$ cat src/hdl/cgf_pkg.sv
// cgf_pkg: shared types and constants of the 3x3 grey convolution filter.
// No dependencies; imported by every module of the block except cgf_ram.
package cgf_pkg;

  localparam int PIX_W      = 8;
  localparam int COEF_W     = 16;
  localparam int COEF_ROW_W = 3 * COEF_W;
  localparam int RW         = 12;    // row counter
  localparam int HW         = 13;    // image_height register / effective height
  localparam int MAX_HEIGHT = 4096;
  localparam int CFG_IDX_W  = 3;
  localparam int Q_DEPTH    = 8;     // result queue entries, also the credit limit
  localparam int QAW        = $clog2(Q_DEPTH);
  localparam int QCW        = $clog2(Q_DEPTH + 1);

  typedef enum logic {
    OP_PIXEL = 1'b0,
    OP_DRAIN = 1'b1
  } op_t;

  typedef enum logic [CFG_IDX_W-1:0] {
    CFG_WIDTH    = 3'd0,
    CFG_HEIGHT   = 3'd1,
    CFG_COEF_TOP = 3'd2,
    CFG_COEF_MID = 3'd3,
    CFG_COEF_BOT = 3'd4
  } cfg_reg_t;

  typedef logic [2:0][2:0][PIX_W-1:0] win_t;     // [row][column]
  typedef logic [2:0][COEF_ROW_W-1:0] coef_t;    // top, middle, bottom

  // Accepted item on its way to the line stores
  typedef struct packed {
    logic             valid;
    logic             pix;       // pixel (writes the line stores, shifts the window)
    logic             emit;      // gives a result
    logic             interior;  // result is filtered
    logic             fin;       // final pixel of the image
    logic             sel_mid;   // drain reads the middle store
    logic [PIX_W-1:0] px;
  } cmd_t;

  // Result on its way through the MAC pipeline
  typedef struct packed {
    logic             valid;
    logic             interior;
    logic             fin;
    logic [PIX_W-1:0] pass;
  } res_t;

  typedef struct packed {
    logic             valid;
    logic [PIX_W-1:0] pixel;
    logic             last;
  } push_t;

  typedef struct packed {
    logic q_full;
    logic q_empty;
    logic cred_zero;
    logic cred_full;
  } qstat_t;

endpackage

$ cat src/hdl/cgf_mac.sv
// cgf_mac: nine registered products, row sums, rounding and clamp.
// Depends on cgf_pkg.
module cgf_mac (
  input  logic           clk,
  input  logic           rst,
  input  cgf_pkg::res_t  res_in,
  input  cgf_pkg::win_t  win,
  input  cgf_pkg::coef_t coef,
  output cgf_pkg::push_t push
);
  import cgf_pkg::*;

  localparam int PRW = PIX_W + 1 + COEF_W;   // 25
  localparam int RSW = PRW + 2;              // 27
  localparam int TW  = RSW + 2;              // 29

  logic signed [PRW-1:0] prod [3][3];
  logic signed [RSW-1:0] rsum [3];
  res_t                  s2, s3;

  logic signed [TW-1:0]     total;
  logic signed [TW-9:0]     shifted;
  logic        [PIX_W-1:0]  filt;

  always_ff @(posedge clk) begin
    for (int r = 0; r < 3; r++) begin
      for (int c = 0; c < 3; c++) begin
        prod[r][c] <= $signed({1'b0, win[r][c]}) *
                      $signed(coef[r][COEF_W*c +: COEF_W]);
      end
      rsum[r] <= RSW'(prod[r][0]) + RSW'(prod[r][1]) + RSW'(prod[r][2]);
    end
  end

  always_ff @(posedge clk) begin
    if (rst) begin
      s2.valid <= 1'b0;
      s3.valid <= 1'b0;
    end else begin
      s2 <= res_in;
      s3 <= s2;
    end
  end

  // half up: add 0.5 in Q8.8, floor, clamp to 0..255
  always_comb begin
    total   = TW'(rsum[0]) + TW'(rsum[1]) + TW'(rsum[2]) + TW'(128);
    shifted = total[TW-1:8];
    if (total < 0) begin
      filt = '0;
    end else if (shifted > 255) begin
      filt = 8'd255;
    end else begin
      filt = shifted[PIX_W-1:0];
    end
    push.valid = s3.valid;
    push.pixel = s3.interior ? filt : s3.pass;
    push.last  = s3.fin;
  end

endmodule

$ cat config.mk
export PLATFORM = sky130hd
export DESIGN_NAME = cgf_mac
export DESIGN_NICKNAME = d
export VERILOG_FILES = /design/src/hdl/cgf_pkg.sv /design/src/hdl/cgf_mac.sv
export SDC_FILE = /design/constraint.sdc
export NUM_CORES = 2
export LEC_CHECK = 0
export ABC_AREA = 1
export BUFFER_PORTS_ARGS = -buffer_cell sky130_fd_sc_hd__buf_2
export CORE_AREA = 2 2 455 276
export CTS_CLUSTER_DIAMETER = 200
export DETAILED_ROUTE_END_ITERATION = 8
export DIE_AREA = 0 0 457 278
export HOLD_SLACK_MARGIN = 0.02
export PLACE_DENSITY = 0.67
export SYNTH_ARGS = -nofsm -noshare
export SYNTH_HDL_FRONTEND = slang
export SYNTH_SLANG_ARGS = --single-unit
$ cat constraint.sdc
create_clock -name clk -period 5.9 [get_ports clk]
set_clock_uncertainty 0.15 [all_clocks]
set_input_delay 0.295 -clock clk [delete_from_list [all_inputs] [get_ports clk]]
set_output_delay 0.295 -clock clk [all_outputs]
set_load 0.02 [all_outputs]
==> impl_metrics.ini <==
[detailed_routing]
routed_wl_mm = 139
vias_per_cell = 4.85
vias = 43482
route.detailed.drc = 0
drt_iter0_markers = 3198
postRouteAntennaNets = 0
avgRoutedWirePerCell_microns = 15.5
firstDrtPassIters = 5

[yosys]
syn_inst = 7294
seq_area_frac_synth_pct = 11.8
syn_area_sq_um = 57500
synth_area_leader_cell = fa_1
synthArstFlopShare_pct = 0
synth_nets = 9122
synth_edf_count = 20
synth_cell_types = 46
ys_ff_latch = 328
yosys_warnings = 0
synth.top_cell.area_share_pct = 35.6
synth_flop_cell = dfxtp_1
syn_area_per_cell_sq_um = 7.89
synth_common_cells = 2212 x inv_1, 1677 x nand2_1, 1022 x fa_1
synthTopCellsByArea = fa_1 36%, inv_1 14%, ha_1 13%
synth_most_common_cell = inv_1

[final_layout]
nNetsFinal = 9134
n_fill_cell = 11939
syn_to_final_growth_pct = 6.16
finish.utilization_pct = 49.6
register_area_sq_um = 6770
multi_input_area_sq_um = 41300
drive_gt1_share_pct = 4.20

[floorplan]
fp.dieH_microns = 278
coreArea_sq_um = 123000
placementRows = 100
initial_core_util_pct = 46.7
dieArea_sq_um = 127000
die_w_microns = 457
ios = 239

[critical_path]
path_class = reg2out
cp_max_fo = 8
endpoint_kind = primary output
crit_required_ns = 5.45
cp.arrival_ns = 4.36
worstSetupStartpointType = flop

[cts]
cts_buffers = 34
cts_tree = yes
htree_levels = 2
worstSkewPairLatency_ns = 0.57
cts_num_sinks = 328
cts-root-buf = clkbuf_16
clockBufferDepth = 3
cts_resized = 0
clk_pin_slew_worst_paths_ns = 0.06
cts_setup_buffers = 0

[timing]
fin_ws_ns = 1.10
hold_violations = 0
tightest_slew_ns = 0.760
rsz0062_at_grt = no
setup_violations = 0
final-max-slew-violation-count = 0
fin_crit_sh_pct = 81.4
period_minus_slack_ns = 4.80
slew_headroom_pct = 49.3
fmax_mhz = 208
fin_setup_tns_ns = 0

[status]
status = finished, final reports clean

[grt]
grt_pass1_wl_mm = 233
grt_pass1_vias = 44340
grt_usage_pct = 22.6
grt_max_degree = 21
antenna_found_initial = 15
grt_overflow = 0

[worst_hold_path]
worst_hold_path_type = in2reg

[placement]
gp_congestion = 0.908
dp_slack_ns = 0.841
portBuffers = 238
dp_hpwl_mm = 120

[job]
max-cap-violations = 0
==> repair_timing <==
action,CTS,global route
endpoints found under the setup margin,0,0
hold buffers,29,0
hold endpoints to repair,24,0
==> placed cells by master, fill, tap and decap left out, types with 5 or more instances in the layout <==
master and count:
fa_1 1022, o21a_1 5, edfxtp_1 20, xor2_1 170, a21boi_0 8, nor4_1 15, diode_2 8, dfxtp_1 308
o21bai_1 25, a211oi_1 5, o2111ai_1 7, nand3_1 99, clkbuf_16 34, o211ai_1 22, nand4_1 33, nand2_1 1677
a221oi_1 5, a21oi_1 275, a21o_1 32, nor3_1 21, inv_1 2213, clkbuf_1 5, nor2_1 158, o21ai_1 11
bufinv_16 5, ha_1 577, o21ai_0 116, xnor2_1 121, buf_2 238, dlygate4sd3_1 29, a31oi_1 28
==> worst max-delay path, cell delays in order (launching register included) <==
cell and delay (ns):
dfxtp_1 0.31, inv_1 0.08, fa_1 0.54, inv_1 0.04, ha_1 0.28, ha_1 0.45, nand2_1 0.12, inv_1 0.08
nand2_1 0.14, nor2_2 0.16, nand4_1 0.11, nand3_1 0.19, nand3_1 0.13, nand3_2 0.10, xor2_2 0.31, nand2_2 0.17
nand2_1 0.18, nand2_1 0.11, nand2_1 0.11, buf_2 0.17
==> metal layers <==
| layer | track usage (%) | share of wire (%) |
|---|---|---|
| met4 | 2.67 | 0.78 |
| met3 | 2.98 | 7.2 |
| met1 | 36.9 | 52 |
| met2 | 32.2 | 40 |
| met5 | 0 | 0.035 |
==> cell families (layout without fill, tap and decap cells) <==
group | count (synthesis) | in the layout | synth area share [%]
simple gates | 2018 | 2018 | 13.7
xor+xnor | 292 | 292 | 4.46
buf+inv | 2503 | 2539 | 16.4
compound gates | 554 | 554 | 5.47
other cells | 0 | 8 | 0
fa+ha+maj | 1599 | 1599 | 48.1
flops | 328 | 328 | 11.8
==> flip-flops by register name (all words and copies together) (netlist names) <==
register	flops
prod	225
s3	9
push	2
s2	11
rsum	81
==> metrics by stage <==
step	cells	hold WS [ns]	area, sq um
6_report	8970	0.0590	61100
5_1_grt	8969	0.0633	61100
4_1_cts	8962	0.0223	61000
3_5_place_dp	8873	0.249	59600
3_3_place_gp	8873	0.245	59600
2_1_floorplan	7294	0.216	57500
==> area by class of cell <==
cell class	count	area share (%)
clock inverters	20	0.451
inverters	2212	13.6
diodes	8	0.0328
flip-flops and latches	328	11.1
repair buffers	267	2.43
clock buffers	40	1.45
multi-input cells	4463	67.6
well taps	1632	3.34
==> worst paths after layout <==
path                              end  slack [ns]  cells after the start                 from
setup / recovery              push[7]        1.10                     19  rsum[0][16]$_DFF_P_
hold / removal    prod[0][25]$_DFF_P_        0.06                      3               win[8]
setup reg to reg  rsum[0][77]$_DFF_P_        2.62                     14   prod[2][1]$_DFF_P_
hold reg to reg    push[9]$_SDFF_PP0_        0.26                      2    s2[10]$_SDFF_PP0_
Power is not shown: default switching activity piles up to over one toggle a cycle in this logic, so the estimate is an artifact.
