`src/hdl/cgf_pkg.sv`:
```
// cgf_pkg: shared types and constants of the 3x3 grey convolution filter.
// No dependencies; imported by every module of the block except cgf_ram.
package cgf_pkg;

  localparam int PIX_W      = 8;
  localparam int COEF_W     = 16;
  localparam int COEF_ROW_W = 3 * COEF_W;
  localparam int RW         = 12;    // row counter
  localparam int HW         = 13;    // image_height register / effective height
  localparam int MAX_HEIGHT = 4096;
  localparam int CFG_IDX_W  = 3;
  localparam int Q_DEPTH    = 8;     // result queue entries, also the credit limit
  localparam int QAW        = $clog2(Q_DEPTH);
  localparam int QCW        = $clog2(Q_DEPTH + 1);

  typedef enum logic {
    OP_PIXEL = 1'b0,
    OP_DRAIN = 1'b1
  } op_t;

  typedef enum logic [CFG_IDX_W-1:0] {
    CFG_WIDTH    = 3'd0,
    CFG_HEIGHT   = 3'd1,
    CFG_COEF_TOP = 3'd2,
    CFG_COEF_MID = 3'd3,
    CFG_COEF_BOT = 3'd4
  } cfg_reg_t;

  typedef logic [2:0][2:0][PIX_W-1:0] win_t;     // [row][column]
  typedef logic [2:0][COEF_ROW_W-1:0] coef_t;    // top, middle, bottom

  // Accepted item on its way to the line stores
  typedef struct packed {
    logic             valid;
    logic             pix;       // pixel (writes the line stores, shifts the window)
    logic             emit;      // gives a result
    logic             interior;  // result is filtered
    logic             fin;       // final pixel of the image
    logic             sel_mid;   // drain reads the middle store
    logic [PIX_W-1:0] px;
  } cmd_t;

  // Result on its way through the MAC pipeline
  typedef struct packed {
    logic             valid;
    logic             interior;
    logic             fin;
    logic [PIX_W-1:0] pass;
  } res_t;

  typedef struct packed {
    logic             valid;
    logic [PIX_W-1:0] pixel;
    logic             last;
  } push_t;

  typedef struct packed {
    logic q_full;
    logic q_empty;
    logic cred_zero;
    logic cred_full;
  } qstat_t;

endpackage

```
`src/hdl/cgf_seq.sv`:
```
// cgf_seq: input/output raster positions, pending count and result decision.
// Issues the line store read at acceptance. Depends on cgf_pkg.
module cgf_seq #(
  parameter int MAX_WIDTH = 2048,
  localparam int AW = $clog2(MAX_WIDTH),
  localparam int CW = $clog2(MAX_WIDTH + 1),
  localparam int PW = $clog2(MAX_WIDTH + 3)
) (
  input  logic                     clk,
  input  logic                     rst,
  input  logic                     acc,
  input  logic                     op,
  input  logic [cgf_pkg::PIX_W-1:0] pixel_in,
  input  logic                     restart,
  input  logic [CW-1:0]            eff_w,
  input  logic [cgf_pkg::HW-1:0]   eff_h,
  output logic                     rd_en,
  output logic [AW-1:0]            rd_addr,
  output logic                     take,
  output cgf_pkg::cmd_t            cmd,
  output logic [AW-1:0]            cmd_addr
);
  import cgf_pkg::*;

  logic [AW-1:0] in_col, out_col;
  logic [RW-1:0] in_row, out_row;
  logic [PW-1:0] pending;

  logic [CW-1:0] col_inc, ocol_inc;
  logic [HW-1:0] row_inc, orow_inc;
  logic [PW-1:0] pend_inc;
  logic          in_col_end, in_row_end, o_col_end, o_row_end;
  logic          px_emit, do_pix, do_drain, emit, interior;

  always_comb begin
    col_inc    = CW'(in_col) + CW'(1);
    in_col_end = col_inc >= eff_w;
    row_inc    = HW'(in_row) + HW'(1);
    in_row_end = row_inc >= eff_h;
    ocol_inc   = CW'(out_col) + CW'(1);
    o_col_end  = ocol_inc >= eff_w;
    orow_inc   = HW'(out_row) + HW'(1);
    o_row_end  = orow_inc >= eff_h;
    pend_inc   = pending + PW'(1);
    px_emit    = pend_inc > (PW'(eff_w) + PW'(1));

    do_pix   = acc && (op == OP_PIXEL);
    // drain only once the image is complete and something is pending
    do_drain = acc && (op == OP_DRAIN) && (pending != '0) &&
               (in_col == '0) && (in_row == '0);
    emit     = (do_pix && px_emit) || do_drain;
    interior = do_pix && (out_row != '0) && !o_row_end &&
               (out_col != '0) && !o_col_end;

    rd_en   = do_pix || do_drain;
    rd_addr = do_pix ? in_col : out_col;
    take    = emit;
  end

  always_ff @(posedge clk) begin
    if (rst || restart) begin
      in_col  <= '0;
      in_row  <= '0;
      out_col <= '0;
      out_row <= '0;
      pending <= '0;
    end else begin
      if (do_pix) begin
        in_col <= in_col_end ? '0 : col_inc[AW-1:0];
        if (in_col_end) begin
          in_row <= in_row_end ? '0 : row_inc[RW-1:0];
        end
        if (!px_emit) begin
          pending <= pend_inc;
        end
      end else if (do_drain) begin
        pending <= pending - PW'(1);
      end
      if (emit) begin
        out_col <= o_col_end ? '0 : ocol_inc[AW-1:0];
        if (o_col_end) begin
          out_row <= o_row_end ? '0 : orow_inc[RW-1:0];
        end
      end
    end
  end

  always_ff @(posedge clk) begin
    if (rst) begin
      cmd.valid <= 1'b0;
    end else begin
      cmd.valid    <= rd_en;
      cmd.pix      <= do_pix;
      cmd.emit     <= emit;
      cmd.interior <= interior;
      cmd.fin      <= o_row_end && o_col_end;
      cmd.sel_mid  <= o_row_end;
      cmd.px       <= pixel_in;
      cmd_addr     <= rd_addr;
    end
  end

endmodule

```
`config.mk`:
```
export PLATFORM = sky130hd
export DESIGN_NAME = cgf_seq
export DESIGN_NICKNAME = d
export VERILOG_FILES = /design/src/hdl/cgf_pkg.sv /design/src/hdl/cgf_seq.sv
export SDC_FILE = /design/constraint.sdc
export NUM_CORES = 1
export LEC_CHECK = 0
export BUFFER_PORTS_ARGS = -buffer_cell sky130_fd_sc_hd__buf_2
export CAP_MARGIN = 0
export CORE_MARGIN = 2
export CORE_UTILIZATION = 27
export CTS_BUF_LIST = sky130_fd_sc_hd__clkbuf_4 sky130_fd_sc_hd__clkbuf_8
export CTS_CLUSTER_SIZE = 16
export DETAILED_ROUTE_END_ITERATION = 8
export MAX_ROUTING_LAYER = met4
export SETUP_SLACK_MARGIN = 0.3
export SYNTH_ARGS = -nofsm -noshare
export SYNTH_HDL_FRONTEND = slang
export SYNTH_SLANG_ARGS = --single-unit
```
`constraint.sdc`:
```
create_clock -name clk -period 3.3 [get_ports clk]
set_input_delay 0.165 -clock clk [delete_from_list [all_inputs] [get_ports clk]]
set_output_delay 0.165 -clock clk [all_outputs]
set_load 0.02 [all_outputs]
```
==> impl_metrics.env <==
export IMPL_syn_area_per_cell_um2=8.214
export IMPL_dp_hpwl_um=13430
export IMPL_coreArea_mm2=0.02278
export IMPL_holdPathStages=2
export IMPL_cp_depth=13
export IMPL_routedWlPerCell_um=14.98
export IMPL_path_cells="and3_4 -> and3_4 -> and3_4 -> xor2_2 -> ha_1 -> nand4_1 -> a211o_1 -> a311oi_4 -> buf_6 -> o21ai_4 -> buf_2 -> o21bai_1 -> a32o_1"
export IMPL_start_kind="flop"
export IMPL_gp_congestion=0.8603
export IMPL_syn_cell_area_mm2=0.006300
export IMPL_yosys_area_top_type_share=0.1875
export IMPL_grt_usage=0.1500
export IMPL_worstPathArrival_ps=3400
export IMPL_dieArea_mm2=0.02457
export IMPL_area_growth_pct=27.71
export IMPL_worst_slew_pin_slew_ps=856.7
export IMPL_die_w_um=156.8
export IMPL_via_per_inst=4.944
export IMPL_totalWireLength_um=17920
export IMPL_fin_crit_ps=3116
export IMPL_synth_area_leader_cell="dfxtp_1"
export IMPL_met2_length_um=8545
export IMPL_cts_buffer_depth=2
export IMPL_initial_utilization=0.2766
export IMPL_cp_required_ps=3580
export IMPL_nFillCells=2359
export IMPL_slew_headroom=0.4282
export IMPL_hold_class="in2reg"
export IMPL_synthTopCellsByArea="dfxtp_1 19%, ha_1 15%, edfxtp_1 11%"
export IMPL_synth_compound_area_frac=0.1589
export IMPL_ys_top_cells_by_count="91 x nand2_1, 74 x ha_1, 59 x dfxtp_1"
export IMPL_critPathBufInv=2
export IMPL_fin_worst_skew_ps=18.69
export IMPL_initialDrtViolationCount=379
export IMPL_synthMuxAreaShare=0.003178
export IMPL_io_pins=76
export IMPL_synth_nets=879
export IMPL_rsz0062_at_grt="yes"
export IMPL_drive_gt1_frac=0.2820
export IMPL_max_freq_mhz=320.9
export IMPL_final_util=0.3532
export IMPL_critPathMaxStageDelay_ps=400
export IMPL_port_buffers=75
export IMPL_status="finished, final reports clean"
export IMPL_cts_made_buffers=9
export IMPL_ant_nets=0
export IMPL_hold_violations=0
export IMPL_power_density_mw_per_mm2=292.5
export IMPL_cpMostUsedCell="and3_4"
export IMPL_h_tree_depth=3
export IMPL_synth_seq_cells=83
export IMPL_yosys_area_share_simple=0.2367
export IMPL_antenna_found_initial=0
export IMPL_synthFlopType="dfxtp_1"
export IMPL_wl_met3_um=787
export IMPL_async_flop_share=0
export IMPL_yosys_warnings=0
export IMPL_drt_pass1_iter_count=4
export IMPL_syn_inst=767
export IMPL_clk_latency_ps=380
export IMPL_ys_types=64
export IMPL_synthAdderAreaFrac=0.1470
export IMPL_finalSetupViolations=0
export IMPL_fin_tns_setup_ps=0
export IMPL_synth_edf_count=24
export IMPL_seq_area_frac_synth=0.3019
export IMPL_cap_violations=0
export IMPL_num_rows=55
export IMPL_nNetsFinal=990
export IMPL_crit_family="compound AO/OA/AOI/OAI gates"
export IMPL_synth_top_family_by_area="simple AND/OR/NAND/NOR gates"
export IMPL_antenna_cells=0
export IMPL_top_layer_used="met4"
export IMPL_yosysMostFrequentCell="nand2_1"
export IMPL_clkTransAtPathRegs_ps=100
export IMPL_grt_start_max_net_pins=39
export IMPL_reg2reg_depth=13
export IMPL_period_share=0.9443
export IMPL_finalMaxSlewViolations=0
export IMPL_criticalPathCategory="reg2reg"
export IMPL_p_leak_nw=3.530
export IMPL_grt_overflow=0
export IMPL_cp_end_kind="flop"
export IMPL_wl_met1_um=8211
export IMPL_cp_max_fo=6
export IMPL_synth_xor_area_frac=0.09176
export IMPL_grt_pass1_wl_um=28550
export IMPL_die_h_um=156.8
export IMPL_num_vias=5913
export IMPL_slowest_stage="a311oi_4"
export IMPL_ir_worst_vdd_uv=181.6
export IMPL_first_global_vias=5666
export IMPL_clock_sinks=83
export IMPL_cts_root_buf="clkbuf_8"
export IMPL_tritoncts="built"
export IMPL_post_route_drc_count=0
[routing by layer]
metal / global-route usage / vias to the layer above
met2: 0.2454 / 137
met1: 0.1884 / 2802
met4: 0.04325 / 0
li1: - / 2949
met3: 0.02852 / 25
met5: - / -
[state kept, by name, summed over array words and instances (netlist names)]
register	flops
in_col	11
out_row	12
pending	12
in_row	12
cmd	14
cmd_addr	11
out_col	11
[area by class of cell]
type / count / area (µm²) / share of cell area
multi-input combinational: 587 / 4343 / 0.5398
timing repair buffer: 147 / 974.7 / 0.1212
inverter: 50 / 187.7 / 0.02333
clock inverter: 6 / 70.07 / 0.008709
sequential: 83 / 1941 / 0.2412
clock buffer: 10 / 137.6 / 0.01711
tap: 313 / 391.6 / 0.04868
[report_power, final]
part / internal (W) / total (W) / switching [W]
Sequential: 0.00107 / 0.00109 / 0.0000175
Clock: 0.000376 / 0.000795 / 0.000419
Combinational: 0.000188 / 0.000467 / 0.000279
[metrics by stage]
stage,total power [W],hold slack [ps],instances,area [µm²],setup WS (ps)
after floorplan,0.001407,237.4,767,6372,273.9
after global placement,0.001541,342.0,1152,7251,91.12
after detailed placement,0.001547,344.7,1152,7251,11.37
after CTS,0.002361,38.66,1185,7720,294.0
after global routing,0.002473,67.22,1196,8045,54.23
final,0.002353,63.85,1196,8045,183.7
[cells in the final DEF, fill, tap and decap left out, types with 13 or more instances in the layout]
cell type	netlist	routed
a21oi_1	46	42
buf_2	7	76
buf_4	2	58
dfxtp_1	59	40
dfxtp_2	0	13
edfxtp_1	24	24
ha_1	74	70
inv_1	50	49
nand2_1	91	88
nand3_1	50	42
nand4_1	16	16
nor2_1	52	42
nor3_1	14	13
o21ai_0	18	15
o21ai_1	16	18
xnor2_1	43	37
xor2_1	23	20
[cells by family after synthesis]
logic type,Yosys count
buffers and inverters,97
AOI/OAI and AO/OA,149
muxes,2
and+or+nand+nor,296
DFF,83
xor gates and xnor gates,66
adders and majority gates,74
[repair_timing]
| action | in CTS | in global routing |
|---|---|---|
| endpoints found under the setup margin | 46 | 60 |
| pin swaps | 9 | 20 |
| resized for setup | 35 | 55 |
| setup buffers | 9 | 9 |
| endpoints found under the hold margin | 8 | 0 |
| hold buffers | 8 | 0 |
| gates cloned | 0 | 2 |
[worst paths after layout]
path                            slack (ps)          to        from
worst max-delay path                   180  out_row[5]  pending[0]
worst min-delay path                    60     cmd[13]         rst
worst max register to register         180  out_row[5]  pending[0]
worst min register to register         500   in_col[1]   in_col[1]
No activity file was read; power rests on OpenSTA's default activity.
