`src/hdl/cgf_pkg.sv`:
```
// cgf_pkg: shared types and constants of the 3x3 grey convolution filter.
// No dependencies; imported by every module of the block except cgf_ram.
package cgf_pkg;

  localparam int PIX_W      = 8;
  localparam int COEF_W     = 16;
  localparam int COEF_ROW_W = 3 * COEF_W;
  localparam int RW         = 12;    // row counter
  localparam int HW         = 13;    // image_height register / effective height
  localparam int MAX_HEIGHT = 4096;
  localparam int CFG_IDX_W  = 3;
  localparam int Q_DEPTH    = 8;     // result queue entries, also the credit limit
  localparam int QAW        = $clog2(Q_DEPTH);
  localparam int QCW        = $clog2(Q_DEPTH + 1);

  typedef enum logic {
    OP_PIXEL = 1'b0,
    OP_DRAIN = 1'b1
  } op_t;

  typedef enum logic [CFG_IDX_W-1:0] {
    CFG_WIDTH    = 3'd0,
    CFG_HEIGHT   = 3'd1,
    CFG_COEF_TOP = 3'd2,
    CFG_COEF_MID = 3'd3,
    CFG_COEF_BOT = 3'd4
  } cfg_reg_t;

  typedef logic [2:0][2:0][PIX_W-1:0] win_t;     // [row][column]
  typedef logic [2:0][COEF_ROW_W-1:0] coef_t;    // top, middle, bottom

  // Accepted item on its way to the line stores
  typedef struct packed {
    logic             valid;
    logic             pix;       // pixel (writes the line stores, shifts the window)
    logic             emit;      // gives a result
    logic             interior;  // result is filtered
    logic             fin;       // final pixel of the image
    logic             sel_mid;   // drain reads the middle store
    logic [PIX_W-1:0] px;
  } cmd_t;

  // Result on its way through the MAC pipeline
  typedef struct packed {
    logic             valid;
    logic             interior;
    logic             fin;
    logic [PIX_W-1:0] pass;
  } res_t;

  typedef struct packed {
    logic             valid;
    logic [PIX_W-1:0] pixel;
    logic             last;
  } push_t;

  typedef struct packed {
    logic q_full;
    logic q_empty;
    logic cred_zero;
    logic cred_full;
  } qstat_t;

endpackage

```
`src/hdl/cgf_outq.sv`:
```
// cgf_outq: result queue and credit count that throttles input acceptance.
// Depends on cgf_pkg.
module cgf_outq (
  input  logic                      clk,
  input  logic                      rst,
  input  cgf_pkg::push_t            push,
  input  logic                      take,
  input  logic                      out_ready,
  output logic                      out_valid,
  output logic [cgf_pkg::PIX_W-1:0] pixel_out,
  output logic                      last,
  output cgf_pkg::qstat_t           stat
);
  import cgf_pkg::*;

  logic [PIX_W:0]   q [Q_DEPTH];
  logic [QAW-1:0]   wr_ptr, rd_ptr;
  logic [QCW-1:0]   fill, credits;
  logic             pop;

  assign out_valid = (fill != '0);
  assign pop       = out_valid && out_ready;
  assign pixel_out = q[rd_ptr][PIX_W:1];
  assign last      = q[rd_ptr][0];

  assign stat.q_full    = (fill == QCW'(Q_DEPTH));
  assign stat.q_empty   = (fill == '0);
  assign stat.cred_zero = (credits == '0);
  assign stat.cred_full = (credits == QCW'(Q_DEPTH));

  always_ff @(posedge clk) begin
    if (push.valid) begin
      q[wr_ptr] <= {push.pixel, push.last};
    end
  end

  always_ff @(posedge clk) begin
    if (rst) begin
      wr_ptr  <= '0;
      rd_ptr  <= '0;
      fill    <= '0;
      credits <= '0;
    end else begin
      if (push.valid) begin
        wr_ptr <= wr_ptr + QAW'(1);
      end
      if (pop) begin
        rd_ptr <= rd_ptr + QAW'(1);
      end
      if (push.valid && !pop) begin
        fill <= fill + QCW'(1);
      end else if (!push.valid && pop) begin
        fill <= fill - QCW'(1);
      end
      if (take && !pop) begin
        credits <= credits + QCW'(1);
      end else if (!take && pop) begin
        credits <= credits - QCW'(1);
      end
    end
  end

endmodule
```
`config.mk`:
```
export PLATFORM = sky130hd
export DESIGN_NAME = cgf_outq
export DESIGN_NICKNAME = d
export VERILOG_FILES = /design/src/hdl/cgf_pkg.sv /design/src/hdl/cgf_outq.sv
export SDC_FILE = /design/constraint.sdc
export NUM_CORES = 1
export LEC_CHECK = 0
export BUFFER_PORTS_ARGS = -buffer_cell sky130_fd_sc_hd__buf_2
export CORE_UTILIZATION = 48
export CTS_CLUSTER_SIZE = 28
export DETAILED_ROUTE_END_ITERATION = 7
export PLACE_DENSITY_LB_ADDON = 0.3
export SLEW_MARGIN = 20
export SYNTH_ARGS = -nofsm -noshare
export SYNTH_HDL_FRONTEND = slang
export SYNTH_SLANG_ARGS = --single-unit
```
`constraint.sdc`:
```
create_clock -name clk -period 3.8 [get_ports clk]
set_input_delay 0.95 -clock clk [delete_from_list [all_inputs] [get_ports clk]]
set_output_delay 0.95 -clock clk [all_outputs]
set_load 0.02 [all_outputs]
```
==> run_results.csv, run 1 <==
group,metric,value,unit
setup_path,worstRegToRegCells,9,
layout,mostFrequentLayoutCell,"edfxtp_1",
power_and_ir_drop,p_leak,0.00146,uW
flow_run,maxCapViolations,0,
timing,slew_headroom,0.338,
timing,final-hold-violation-count,0,
global_routing,grt_pass1_wl,8.95,mm
synthesis,muxShareOfSynthArea,0.171,
floorplanning,die_x,89.4,um
timing,timing.fmax,326,MHz
power_and_ir_drop,p_per_area,627,nW/um^2
synthesis,synth-seq-cells,89,
synthesis,synth-edff-count,72,
cts,cts.sinks,89,
synthesis,yosysWarnings,0,
route,ant_nets,0,
timing,setup-violations-final,0,
cts,clkTransAtPathRegs,0.08,ns
cts,post_cts_resized,0,
route,drt_first_pass_iters,4,
layout,num_antenna_cells,0,
cts,clockBufferDepth,2,
cts,cts_buffers,9,
setup_path,cp-start-kind,"register",
floorplanning,die_h,89.4,um
global_routing,grt_use_total,0.162,
layout,drive_gt1_frac,0.245,
setup_path,end_kind,"output port",
setup_path,cp.required,2.85,ns
synthesis,synth_nets,229,
floorplanning,dieArea,8000,sq um
synthesis,synthXorXnorAreaFrac,0.0191,
outcome,status,"finished clean",
synthesis,yosys_most_used_dff,"edfxtp_1",
setup_path,cp_data_arrival_time,2.12,ns
timing,finClkSkew,0.0139,ns
timing,fin_setup_tns,0,ns
global_routing,antenna_found_initial,0,
timing,slew_violations,0,
timing,rsz0062_at_grt,"false",
synthesis,postSynthCellCount,205,
floorplanning,pin_count,28,
synthesis,synth_simple_gate_area_frac,0.0549,
synthesis,synthArstFlopShare,0,
synthesis,postSynthAreaPerCell,17.9,sq um
cts,clk_latency,0.34,ns
setup_path,path_max_fanout,14,
global_routing,grt_pass1_vias,1812,
synthesis,netlist_area,3670,sq um
timing,worst_pin_slew,0.989,ns
cts,htree_levels,3,
worst_hold_path,hold_path_depth,2,
cts,cts_root_buf,"clkbuf_8",
floorplanning,start_util,0.500,
layout,layout.nets,264,
synthesis,yosysUniqueCellTypes,28,
route,vias_per_cell,5.26,
layout,final_cell_mix,"72 x edfxtp_1, 27 x buf_2, 24 x nor2_1",
cts,cts_tree,"done",
route,drc,0,
worst_hold_path,hold_class,"reg -> reg",
cts,postCtsHoldBufs,0,
placed_design,gp_congestion,0.745,
route,post_drt_wl_per_cell,16.8,um
layout,areaGrowthSynthToFinish,12.1,%
synthesis,synth_compound_area_frac,0.0143,
global_routing,overflow,0,
layout,postLayoutCoreUtil,0.561,
synthesis,synth_top_family_by_area,"multiplexers",
placed_design,port_buffers,27,
route,drt_wl_total,5.79,mm
synthesis,yosysSeqAreaShare,0.682,
floorplanning,rows,31,
timing,fin_crit,3.07,ns
synthesis,synth-adder-area-share,0.0382,
cts,cts_setup_buffers,0,
power_and_ir_drop,peakVddDrop,363,uV
placed_design,hpwl,3.73,mm
route,vias,1811,
route,drt_iter0_drc,96,
setup_path,path_class,"reg -> out",
timing,min_period_over_period,0.808,
floorplanning,core,7330,sq um
global_routing,grt_max_degree,19,
[synthesized netlist by cell type, types with 3 or more instances]
library cell  count  share of area
clkbuf_1          5         0.0051
xor2_1            5          0.012
mux4_1           18           0.13
xnor2_1           3         0.0072
nor2_1           24          0.025
ha_1              8          0.027
nand2b_1          3         0.0051
nand2_1           5         0.0051
a21oi_1           5         0.0068
nand3_1           4         0.0055
mux2i_1           3         0.0082
edfxtp_1         72           0.59
dfxtp_1          17          0.093
mux2_2           11          0.034
inv_1             3         0.0031
[worst paths after layout]
path,start,to,slack (ns)
worst max-delay path,register,pixel_out[0],0.73
worst min register to register,rd_ptr[1],register,0.51
worst min-delay path,rd_ptr[1],register,0.51
worst max register to register,fill[1],fill[3],1.07
[state kept, by name, indices dropped and copies added (netlist names), named ones only]
signal / count
wr_ptr: 3
fill: 4
q: 72
credits: 4
rd_ptr: 3
[critical path: stages (launching register included)]
cell     delay [ns]
dfxtp_1        0.45
buf_4          0.31
mux4_1         0.58
mux2_2         0.28
buf_2          0.16
[kinds of logic (layout without fill, tap and decap cells)]
group	count (synthesis)	in the layout
buffers and inverters	13	53
DFF	89	89
xor gates and xnor gates	8	8
AOI/OAI and AO/OA	9	9
adders and majority gates	10	10
muxes	32	32
and+or+nand+nor	44	44
[per-layer routing]
metal / track usage / part of all wire / routed length [um] / vias to the layer above
met1: 0.198 / 0.44 / 2550 / 893
met5: 0 / 0 / 0 / -
li1: - / - / - / 880
met2: 0.278 / 0.52 / 3020 / 34
met4: 0.0736 / 0.0097 / 56 / 0
met3: 0.0351 / 0.029 / 169 / 4
[power by group]
part           leakage, uW  switching, uW  internal [uW]
Clock            0.0000929            319            306
Sequential        0.000794           86.7           1130
Combinational     0.000569            374            362
Total              0.00146            779           1800
[through the flow]
step | instances | hold WS [ns] | total power (uW) | setup WS [ns] | area [sq um]
final | 344 | 0.506 | 2580 | 0.729 | 4110
after global routing | 344 | 0.541 | 2740 | 0.625 | 4110
after CTS | 344 | 0.512 | 2610 | 0.684 | 4110
after detailed placement | 328 | 0.503 | 1990 | 1.03 | 3920
after global placement | 328 | 0.468 | 1960 | 1.06 | 3920
after floorplan | 205 | 0.454 | 1830 | 1.19 | 3670
[layout make-up]
cell class / count / area (sq um)
Fill cell: 582 / 3220
Sequential cell: 89 / 2500
Multi-Input combinational cell: 103 / 1090
Timing Repair Buffer: 34 / 188
Clock buffer: 10 / 128
Tap cell: 99 / 124
Clock inverter: 6 / 67.6
Inverter: 3 / 11.3
Note: power is estimated with default switching activity, not from simulation.
==> inputs of run 2 (changes only) <==
==> constraint.sdc (replaced) <==
create_clock -name clk -period 2.9 [get_ports clk]
set_input_delay 0.725 -clock clk [delete_from_list [all_inputs] [get_ports clk]]
set_output_delay 0.725 -clock clk [all_outputs]
set_load 0.02 [all_outputs]
==> run 2 against run 1 <==
Against the previous run:
- routed wire length grew 2.5%
- non-clock buffer count rose by 7
- register-to-register slack worse by 0.85 ns
- clock power increased by 41%
- sequential share of layout area down 0.98 points
- final area grew 1.6%
- clock skew fell by 0.0067 ns
- clock-buffer cell count fell by 1
- worst hold slack worse by 0.0079 ns
- combinational power increased by 37%
- sequential power up 29%
- largest power group unchanged
==> run_results.csv, run 2 (synthesis results as in run 1) <==
group,metric,value,unit
route,post_drt_wl_per_cell,16.9,um
cts,clkTransAtPathRegs,0.08,ns
timing,setup-violations-final,0,
cts,cts_root_buf,"clkbuf_8",
timing,rsz0062_at_grt,"false",
global_routing,grt_pass1_wl,9.31,mm
setup_path,cp_data_arrival_time,2.93,ns
timing,worst_pin_slew,0.578,ns
power_and_ir_drop,p_leak,0.00150,uW
route,drc,0,
setup_path,cp_top_family,"simple AND/OR/NAND/NOR gates",
timing,min_period_over_period,0.926,
setup_path,worst_path_largest_cell_delay,0.61,ns
cts,clockBufferDepth,2,
cts,cts.sinks,89,
layout,postLayoutCoreUtil,0.570,
global_routing,grt_use_total,0.170,
layout,top_register,"q",
power_and_ir_drop,p_per_area,826,nW/um^2
cts,post_cts_resized,0,
route,vias_per_cell,5.20,
power_and_ir_drop,p_total,3450,uW
setup_path,path_buf_inv,1,
placed_design,gp_congestion,0.747,
layout,top_regs,"q x72, credits x4, fill x4",
setup_path,path_class,"reg -> reg",
global_routing,grt_pass1_vias,1862,
worst_hold_path,hold_class,"reg -> reg",
cts,postCtsHoldBufs,0,
timing,final-hold-violation-count,0,
route,ant_nets,0,
flow_run,maxCapViolations,0,
timing,fin_crit,2.68,ns
timing,timing.fmax,372,MHz
floorplanning,die_x,89.4,um
power_and_ir_drop,peakVddDrop,442,uV
global_routing,antenna_found_initial,1,
timing,whs,0.498,ns
timing,finClkSkew,0.00720,ns
cts,htree_levels,3,
setup_path,end_kind,"register",
route,drt_iter0_drc,96,
floorplanning,rows,31,
placed_design,hpwl,3.84,mm
floorplanning,dieArea,8000,sq um
timing,slew_headroom,0.614,
cts,cts_setup_buffers,0,
setup_path,path_max_fanout,5,
layout,layout.nets,271,
cts,cts_tree,"done",
setup_path,cpMaxStageDelayCell,"or4_1",
floorplanning,pin_count,28,
cts,cts_buffers,9,
setup_path,cp_common_cell,"ha_1",
route,drt_wl_total,5.94,mm
layout,final_cell_mix,"72 x edfxtp_1, 27 x buf_2, 24 x nor2_1",
layout,fin_area,4180,sq um
global_routing,grt_max_degree,19,
setup_path,cp-start-kind,"register",
placed_design,port_buffers,27,
cts,clk_latency,0.34,ns
route,vias,1826,
timing,fin_setup_tns,0,ns
layout,areaGrowthSynthToFinish,13.9,%
floorplanning,die_h,89.4,um
placed_design,place_area,3970,sq um
outcome,status,"finished clean",
layout,mostFrequentLayoutCell,"edfxtp_1",
setup_path,cp.required,3.14,ns
global_routing,overflow,0,
setup_path,cp_cell_sequence,"or4_1, nand2_1, ha_1, inv_1, ha_1, a21oi_1, a211oi_1, a31oi_1, mux2_2",
timing,slew_violations,0,
floorplanning,core,7330,sq um
floorplanning,start_util,0.500,
layout,drive_gt1_frac,0.259,
route,drt_first_pass_iters,4,
layout,largest_register_ffs,72,
[run 2: worst reg2reg max path: stages (launching register included)]
cell	delay, ns
dfxtp_1	0.36
or4_1	0.62
nand2_1	0.19
ha_1	0.19
inv_1	0.09
ha_1	0.33
a21oi_1	0.20
a211oi_1	0.10
a31oi_1	0.16
mux2_2	0.34
[run 2: power breakdown]
part           leakage [uW]  total [uW]  internal (uW)  switching, uW
clock network      0.000100         880            476            404
logic              0.000607        1010            486            520
registers          0.000794        1570           1480           87.6
[run 2: worst paths after layout]
check                             endpoint  cells after the start       from  slack (ns)
worst max register to register  credits[3]                      9    fill[1]        0.22
worst max-delay path            credits[3]                      9    fill[1]        0.22
worst min-delay path             rd_ptr[1]                      2  rd_ptr[1]        0.50
worst min register to register   rd_ptr[1]                      2  rd_ptr[1]        0.50
[run 2: area by class of cell]
type / count / area (sq um)
diodes: 1 / 2.50
clock buffers: 9 / 124
clock inverters: 6 / 83.8
fillers: 569 / 3150
inverters: 3 / 11.3
multi-input cells: 103 / 1090
flip-flops and latches: 89 / 2500
well taps: 99 / 124
repair buffers: 41 / 240
[run 2: layer usage]
| layer | GRT usage | vias up | wire length [um] |
|---|---|---|---|
| li1 | - | 890 | - |
| met1 | 0.212 | 894 | 2740 |
| met5 | 0 | - | 0 |
| met2 | 0.273 | 34 | 2890 |
| met3 | 0.0425 | 8 | 222 |
| met4 | 0.0952 | 0 | 92 |
[run 2: per-stage QoR]
stage,std cells,worst slack [ns]
2_1_floorplan,205,0.289
3_3_place_gp,335,0.285
3_5_place_dp,335,0.227
4_1_cts,350,0.204
5_1_grt,350,0.0575
6_report,351,0.215
